<file path="config.mk">
export PLATFORM = sky130hd
export DESIGN_NAME = piecewise_linear_table_interp
export DESIGN_NICKNAME = d
export VERILOG_FILES = /design/src/sv/pwl_pkg.sv /design/src/sv/piecewise_linear_table_interp.sv
export SDC_FILE = /design/constraint.sdc
export NUM_CORES = 2
export LEC_CHECK = 0
export BUFFER_PORTS_ARGS = -buffer_cell sky130_fd_sc_hd__clkbuf_2
export CAP_MARGIN = 20
export CELL_PAD_IN_SITES_DETAIL_PLACEMENT = 2
export CELL_PAD_IN_SITES_GLOBAL_PLACEMENT = 2
export CORE_MARGIN = 1
export CORE_UTILIZATION = 24
export CTS_CLUSTER_DIAMETER = 100
export DETAILED_ROUTE_END_ITERATION = 16
export MAX_ROUTING_LAYER = met4
export PLACE_DENSITY_LB_ADDON = 0.1
export SKIP_LAST_GASP = 1
export SYNTH_ARGS = -nofsm -noshare
export SYNTH_HDL_FRONTEND = slang
export SYNTH_SLANG_ARGS = --single-unit
export TNS_END_PERCENT = 50
</file>
<file path="constraint.sdc">
create_clock -name clk -period 5.65 [get_ports clk]
set_input_delay 0.565 -clock clk [delete_from_list [all_inputs] [get_ports clk]]
set_output_delay 0.565 -clock clk [all_outputs]
set_load 0.01 [all_outputs]
</file>
<file path="src/sv/pwl_pkg.sv">
`default_nettype none

package pwl_pkg;

  typedef logic [1:0] region_t;

  localparam region_t REGION_INTERP = 2'd0;
  localparam region_t REGION_BELOW  = 2'd1;
  localparam region_t REGION_ABOVE  = 2'd2;
  localparam region_t REGION_FLAT   = 2'd3;

  localparam logic ACT_WRITE = 1'b0;
  localparam logic ACT_QUERY = 1'b1;

  localparam int IN_TDATA_W  = 104;
  localparam int OUT_TDATA_W = 32;

endpackage

`default_nettype wire

</file>
<file path="src/sv/piecewise_linear_table_interp.sv">
// Channel   | Direction | Content
// s_axis    | in        | tdata: entry_index, entry_x, entry_y, query_x; tuser: action
// m_axis    | out       | tdata: value; tuser: region
// cfg       | in        | point_count, written when cfg_wr_en is high
//
// A write request gives no result. A query runs a pipelined scan of the active entries
// (one entry a cycle from one read port), a shift-add multiply, a restoring divide and a
// final add. Clamped results skip the arithmetic. One request is in flight at a time;
// s_axis_tready is low while a query is worked on or its result waits to load.
// rst is synchronous; the table itself is not cleared and must be written first.
`default_nettype none

module piecewise_linear_table_interp #(
  parameter int TABLE_DEPTH = 16
) (
  input  wire logic                              clk,
  input  wire logic                              rst,
  input  wire logic                              cfg_wr_en,
  input  wire logic [4:0]                        cfg_wr_data,   // point_count
  input  wire logic                              s_axis_tvalid,
  output logic                                   s_axis_tready,
  // [3:0] entry_index, [35:4] entry_x, [67:36] entry_y, [99:68] query_x
  input  wire logic [pwl_pkg::IN_TDATA_W-1:0]    s_axis_tdata,
  input  wire logic                              s_axis_tuser,  // [0] action
  output logic                                   m_axis_tvalid,
  input  wire logic                              m_axis_tready,
  output logic [pwl_pkg::OUT_TDATA_W-1:0]        m_axis_tdata,  // [31:0] value
  output pwl_pkg::region_t                       m_axis_tuser   // [1:0] region
);

  localparam int AW = $clog2(TABLE_DEPTH);
  localparam int CW = $clog2(TABLE_DEPTH + 1);
  localparam logic signed [34:0] SAT_MAX = 35'sd2147483647;
  localparam logic signed [34:0] SAT_MIN = -35'sd2147483648;

  typedef enum logic [2:0] {
    S_IDLE, S_SRCH, S_PREP, S_MUL, S_DIV, S_ADD, S_OUT
  } state_t;

  state_t state;

  logic [4:0]       point_count;
  logic [CW-1:0]    n_act;
  logic [CW-1:0]    n_reg;
  logic [AW-1:0]    n_last;

  logic [31:0]      xmem [TABLE_DEPTH];
  logic [31:0]      ymem [TABLE_DEPTH];
  logic [31:0]      xr, yr;
  logic [AW-1:0]    rd_addr;
  logic             wr_en;
  logic [AW-1:0]    wr_addr;

  logic [CW-1:0]    cnt;
  logic             issue;
  logic             rvalid;
  logic [AW-1:0]    ridx;
  logic signed [31:0] q;
  logic [31:0]      xprev, yprev;
  logic             x_ge;

  logic [32:0]      dy;
  logic [31:0]      num, den;
  logic [32:0]      mag;
  logic [65:0]      prod;
  logic [65:0]      prod_next;
  logic [33:0]      mul_sum;
  logic [5:0]       step;
  logic [31:0]      rem;
  logic [32:0]      qsh;
  logic [33:0]      div_diff;
  logic             div_ge;
  logic signed [34:0] add_sum;
  logic [31:0]      sat_value;

  logic [31:0]      res_value;
  pwl_pkg::region_t res_region;

  logic             s_accept;
  logic             out_load;

  assign s_axis_tready = (state == S_IDLE);
  assign s_accept      = s_axis_tvalid && s_axis_tready;
  assign out_load      = (state == S_OUT) && (!m_axis_tvalid || m_axis_tready);

  // active count: zero acts as one, anything past the table acts as its depth
  always_comb begin
    if (point_count == 5'd0) begin
      n_act = CW'(1);
    end else if (32'(point_count) > 32'(TABLE_DEPTH)) begin
      n_act = CW'(TABLE_DEPTH);
    end else begin
      n_act = CW'(point_count);
    end
  end

  assign n_last = AW'(n_reg - CW'(1));

  assign wr_en   = s_accept && (s_axis_tuser == pwl_pkg::ACT_WRITE)
                   && (32'(s_axis_tdata[3:0]) < 32'(TABLE_DEPTH));
  assign wr_addr = AW'(s_axis_tdata[3:0]);

  assign issue   = (state == S_SRCH) && (cnt < n_reg);
  assign rd_addr = issue ? cnt[AW-1:0] : '0;

  always_ff @(posedge clk) begin
    if (wr_en) begin
      xmem[wr_addr] <= s_axis_tdata[35:4];
      ymem[wr_addr] <= s_axis_tdata[67:36];
    end
    xr <= xmem[rd_addr];
    yr <= ymem[rd_addr];
  end

  assign x_ge = $signed(xr) >= q;

  // shift-add multiply, one multiplier bit a cycle
  assign mul_sum   = prod[65:32] + (prod[0] ? {1'b0, mag} : 34'd0);
  assign prod_next = {1'b0, mul_sum, prod[31:1]};

  // restoring divide, one quotient bit a cycle; rem stays below den
  assign div_diff = {1'b0, rem, qsh[32]} - {2'b00, den};
  assign div_ge   = !div_diff[33];

  assign add_sum = dy[32] ? ($signed({{3{yprev[31]}}, yprev}) - $signed({2'b00, qsh}))
                          : ($signed({{3{yprev[31]}}, yprev}) + $signed({2'b00, qsh}));

  always_comb begin
    if (add_sum > SAT_MAX) begin
      sat_value = 32'h7FFF_FFFF;
    end else if (add_sum < SAT_MIN) begin
      sat_value = 32'h8000_0000;
    end else begin
      sat_value = add_sum[31:0];
    end
  end

  always_ff @(posedge clk) begin
    if (rst) begin
      state         <= S_IDLE;
      point_count   <= 5'd1;
      m_axis_tvalid <= 1'b0;
      rvalid        <= 1'b0;
      cnt           <= '0;
      step          <= '0;
    end else begin
      if (cfg_wr_en) begin
        point_count <= cfg_wr_data;
      end
      if (out_load) begin
        m_axis_tvalid <= 1'b1;
      end else if (m_axis_tvalid && m_axis_tready) begin
        m_axis_tvalid <= 1'b0;
      end

      unique case (state)
        S_IDLE: begin
          if (s_accept && (s_axis_tuser == pwl_pkg::ACT_QUERY)) begin
            q      <= $signed(s_axis_tdata[99:68]);
            n_reg  <= n_act;
            cnt    <= '0;
            rvalid <= 1'b0;
            state  <= S_SRCH;
          end
        end

        S_SRCH: begin
          if (issue) begin
            cnt  <= cnt + CW'(1);
            ridx <= cnt[AW-1:0];
          end
          // the pipeline drains once the scan has its answer
          rvalid <= issue && !(rvalid && (x_ge || (ridx == n_last)));
          if (rvalid) begin
            if (x_ge) begin
              if (ridx == '0) begin
                res_value  <= yr;
                res_region <= pwl_pkg::REGION_BELOW;
                state      <= S_OUT;
              end else if (xr == xprev) begin
                res_value  <= yprev;
                res_region <= pwl_pkg::REGION_FLAT;
                state      <= S_OUT;
              end else begin
                dy    <= {yr[31], yr} - {yprev[31], yprev};
                num   <= q - $signed(xprev);
                den   <= xr - xprev;
                state <= S_PREP;
              end
            end else if (ridx == n_last) begin
              res_value  <= yr;
              res_region <= pwl_pkg::REGION_ABOVE;
              state      <= S_OUT;
            end else begin
              xprev <= xr;
              yprev <= yr;
            end
          end
        end

        S_PREP: begin
          mag   <= dy[32] ? (33'd0 - dy) : dy;
          prod  <= {34'd0, num};
          step  <= '0;
          state <= S_MUL;
        end

        S_MUL: begin
          prod <= prod_next;
          step <= (step == 6'd31) ? 6'd0 : step + 6'd1;
          if (step == 6'd31) begin
            // product is below den * 2^33, so its top 32 bits are below den
            rem   <= prod_next[64:33];
            qsh   <= prod_next[32:0];
            state <= S_DIV;
          end
        end

        S_DIV: begin
          rem  <= div_ge ? div_diff[31:0] : {rem[30:0], qsh[32]};
          qsh  <= {qsh[31:0], div_ge};
          step <= step + 6'd1;
          if (step == 6'd32) begin
            state <= S_ADD;
          end
        end

        S_ADD: begin
          res_value  <= sat_value;
          res_region <= pwl_pkg::REGION_INTERP;
          state      <= S_OUT;
        end

        S_OUT: begin
          if (out_load) begin
            m_axis_tdata  <= res_value;
            m_axis_tuser  <= res_region;
            state         <= S_IDLE;
          end
        end

        default: state <= S_IDLE;
      endcase
    end
  end

endmodule

`default_nettype wire

</file>
==> impl_metrics.py <==
metrics = {
    "sta": {
        "finClkSkew_ns": 0.0617,
        "max_slew_margin_pct": 22.0,
        "setup-tns-final_ns": 0,
        "rsz0062_at_grt": "true",
        "worst_hold_slack_ns": 0.0774,
        "final-hold-violation-count": 0,
        "tightest_slew_ns": 1.17,
        "period_share_pct": 93.2,
        "fin_ws_ns": 0.384,
        "period_needed_ns": 5.27,
        "max_freq_mhz": 190,
        "finalMaxSlewViolations": 0,
        "finalSetupViolCount": 0,
    },
    "clocking": {
        "numCtsBuffers": 197,
        "clk_pin_slew_ns": 0.06,
        "htree_levels": 4,
        "ctsRootBufferMaster": "clkbuf_16",
        "cts_tree": "yes",
        "clock_latency_ns": 0.86,
        "cts_sinks": 1542,
        "cts_buffer_depth": 4,
    },
    "cells_and_area": {
        "design_area_um2": 82900,
        "fill_cells": 30458,
        "top_regs": "xmem x512, ymem x512, prod x65",
        "multi_input_area_um2": 22900,
        "area_growth_pct": 18.8,
        "fin_cells": 9752,
        "nets": 6045,
        "utilization_pct": 28.7,
        "regArea_um2": 45500,
        "drive_gt1_share_pct": 11.6,
    },
    "floorplanning": {
        "dieArea_um2": 293000,
        "io_pins": 151,
        "die_w_um": 541,
        "start_util_pct": 24.2,
        "fp.coreArea_um2": 289000,
        "dieHeight_um": 541,
        "rows": 197,
    },
    "drt": {
        "viasPerCell": 4.63,
        "ant_nets": 0,
        "post_drt_wl_per_cell_um": 25.7,
        "totalWireLength_um": 251000,
        "vias": 45143,
        "first_pass_iters": 4,
        "dr.first_iter.drc_count": 2367,
        "drc": 0,
    },
    "yosys": {
        "yosysUniqueCellTypes": 84,
        "syn_area_per_cell_um2": 12.9,
        "synth-seq-area-share_pct": 65.1,
        "synth_edf_count": 1457,
        "ys_warn_count": 0,
        "syn-num-nets": 5751,
        "synthesis.area_um2": 69800,
        "synthCells": 5393,
        "synth_flop_cell": "edfxtp_1",
        "async_flop_share_pct": 0,
        "ys_ff_latch": 1542,
    },
    "pwr": {
        "p_per_area_nw_per_um2": 369,
        "leakage_nw": 29.2,
        "peakVddDrop_uv": 284,
        "total_power_mw": 30.6,
    },
    "global_routing": {
        "antenna_found_initial": 33,
        "grt-ovfl-total": 0,
        "grt_max_degree": 97,
        "grt_pass1_vias": 49670,
        "grt_usage_pct": 17.4,
        "grt_pass1_wl_um": 361000,
    },
    "outcome": {
        "status": "finished clean",
    },
    "critical_path": {
        "cp.required_ns": 6.31,
        "critPathLaunchType": "flip-flop",
        "crit_fanout": 31,
        "critPathCaptureType": "flip-flop",
        "critPathArrivalTime_ns": 5.92,
        "critPathKind": "reg2reg",
    },
    "flow_run": {
        "drv_cap": 0,
    },
    "placement": {
        "post-dp-hpwl_um": 162000,
        "dp_cells": 9329,
        "place_ws_ns": 0.176,
        "place_area_um2": 76300,
        "io_buffers": 146,
        "gp_congestion": 0.783,
    },
    "min_path": {
        "hp-class": "in2reg",
    },
}
==> power breakdown <==
group | total, mW | switching, mW | internal [mW]
registers | 13.4 | 0.358 | 13.0
logic | 5.00 | 3.19 | 1.81
clock network | 12.2 | 5.09 | 7.13
total | 30.6 | 8.64 | 21.9
==> final timing paths <==
path                                                     to  slack [ns]  cells past startpoint               startpoint
worst max-delay path                res_value[27]$_DFFE_PP_        0.38                     19         qsh[8]$_DFFE_PP_
worst min-delay path            point_count[0]$_SDFFE_PP1P_        0.08                      3                cfg_wr_en
worst min register to register   m_axis_tdata[23]$_DFFE_PP_        0.42                      0  res_value[23]$_DFFE_PP_
worst max register to register      res_value[27]$_DFFE_PP_        0.38                     19         qsh[8]$_DFFE_PP_
==> cell type report <==
cell class | count | share of cell area, %
timing repair buffer | 334 | 3.29
multi-input combinational | 3404 | 27.6
tap | 3880 | 5.86
inverter | 208 | 0.942
clock buffer | 267 | 6.47
clock inverter | 93 | 0.945
antenna | 24 | 0.0724
sequential | 1542 | 54.8
==> cells in the mapped netlist (all sizes together) (129+ instances only) <==
master | count | area share, %
nand2 | 720 | 3.9
xnor2 | 181 | 2.3
a21oi | 176 | 1.3
ha | 237 | 4.2
clkbuf | 206 | 1.1
nor2 | 201 | 1.1
mux2i | 339 | 4.9
o21ai | 223 | 1.6
nand3 | 358 | 2.6
edfxtp | 1457 | 63
o221ai | 129 | 1.6
inv | 208 | 1.1
==> worst max-delay path, stage by stage (launching register included) <==
cell      delay, ns
edfxtp_1       0.38
or4_4          0.58
or3_4          0.36
nor4_4         0.35
nand2_2        0.15
nor4_4         0.21
buf_4          0.17
a31oi_1        0.11
xnor2_1        0.19
ha_2           0.36
a21o_1         0.20
a21oi_1        0.19
o21ai_0        0.17
or3b_2         0.49
a211oi_1       0.26
a211oi_1       0.10
nor3_2         0.25
buf_12         0.22
o21ai_0        0.09
a22oi_1        0.22
==> metal layers <==
| layer | wire length [µm] | global-route usage [%] | part of all wire, % |
|---|---|---|---|
| met1 | 112000 | 21.6 | 45 |
| met2 | 125000 | 29.8 | 50 |
| met3 | 7340 | 2.25 | 2.9 |
| met4 | 6150 | 4.46 | 2.5 |
| met5 | 0 | - | 0 |
==> timing repair <==
item | 4_1_cts | 5_1_grt
buffers inserted | 0 | 2
endpoints found under the hold margin | 37 | 0
resized for setup | 0 | 5
setup endpoints to repair | 0 | 31
hold buffers | 37 | 0
==> kinds of logic (layout without fill, tap and decap cells) <==
| group | after synthesis | in the layout | synth area share [%] |
|---|---|---|---|
| adder cells (fa/ha/maj) | 243 | 243 | 4.42 |
| multiplexers | 373 | 373 | 5.41 |
| AND/OR/NAND/NOR | 1665 | 1665 | 11.1 |
| buffers and inverters | 447 | 902 | 2.49 |
| XOR/XNOR | 228 | 228 | 2.88 |
| AO/OA/AOI/OAI | 895 | 895 | 8.59 |
| other | 0 | 24 | 0 |
| flip-flops | 1542 | 1542 | 65.1 |
==> cell usage in the layout, fill, tap and decap left out, types with 28 or more instances in the layout <==
cell type,n
clkinv_1,42
o21a_1,44
edfxtp_1,1457
nor2_1,186
nand4_1,92
ha_1,236
clkbuf_2,146
a21oi_1,173
inv_1,208
a22oi_1,32
nand2b_1,36
mux2_2,34
xnor2_1,179
buf_4,111
nor2b_1,35
nor3_1,51
buf_12,39
clkbuf_1,56
clkbuf_16,200
or3_1,28
mux2i_1,339
dfxtp_1,83
o21ai_0,214
and2_1,45
dlygate4sd3_1,37
o221ai_1,129
nand3_1,358
a21o_1,100
xor2_1,47
nand2_1,714
No activity file was read; power rests on OpenSTA's default activity.
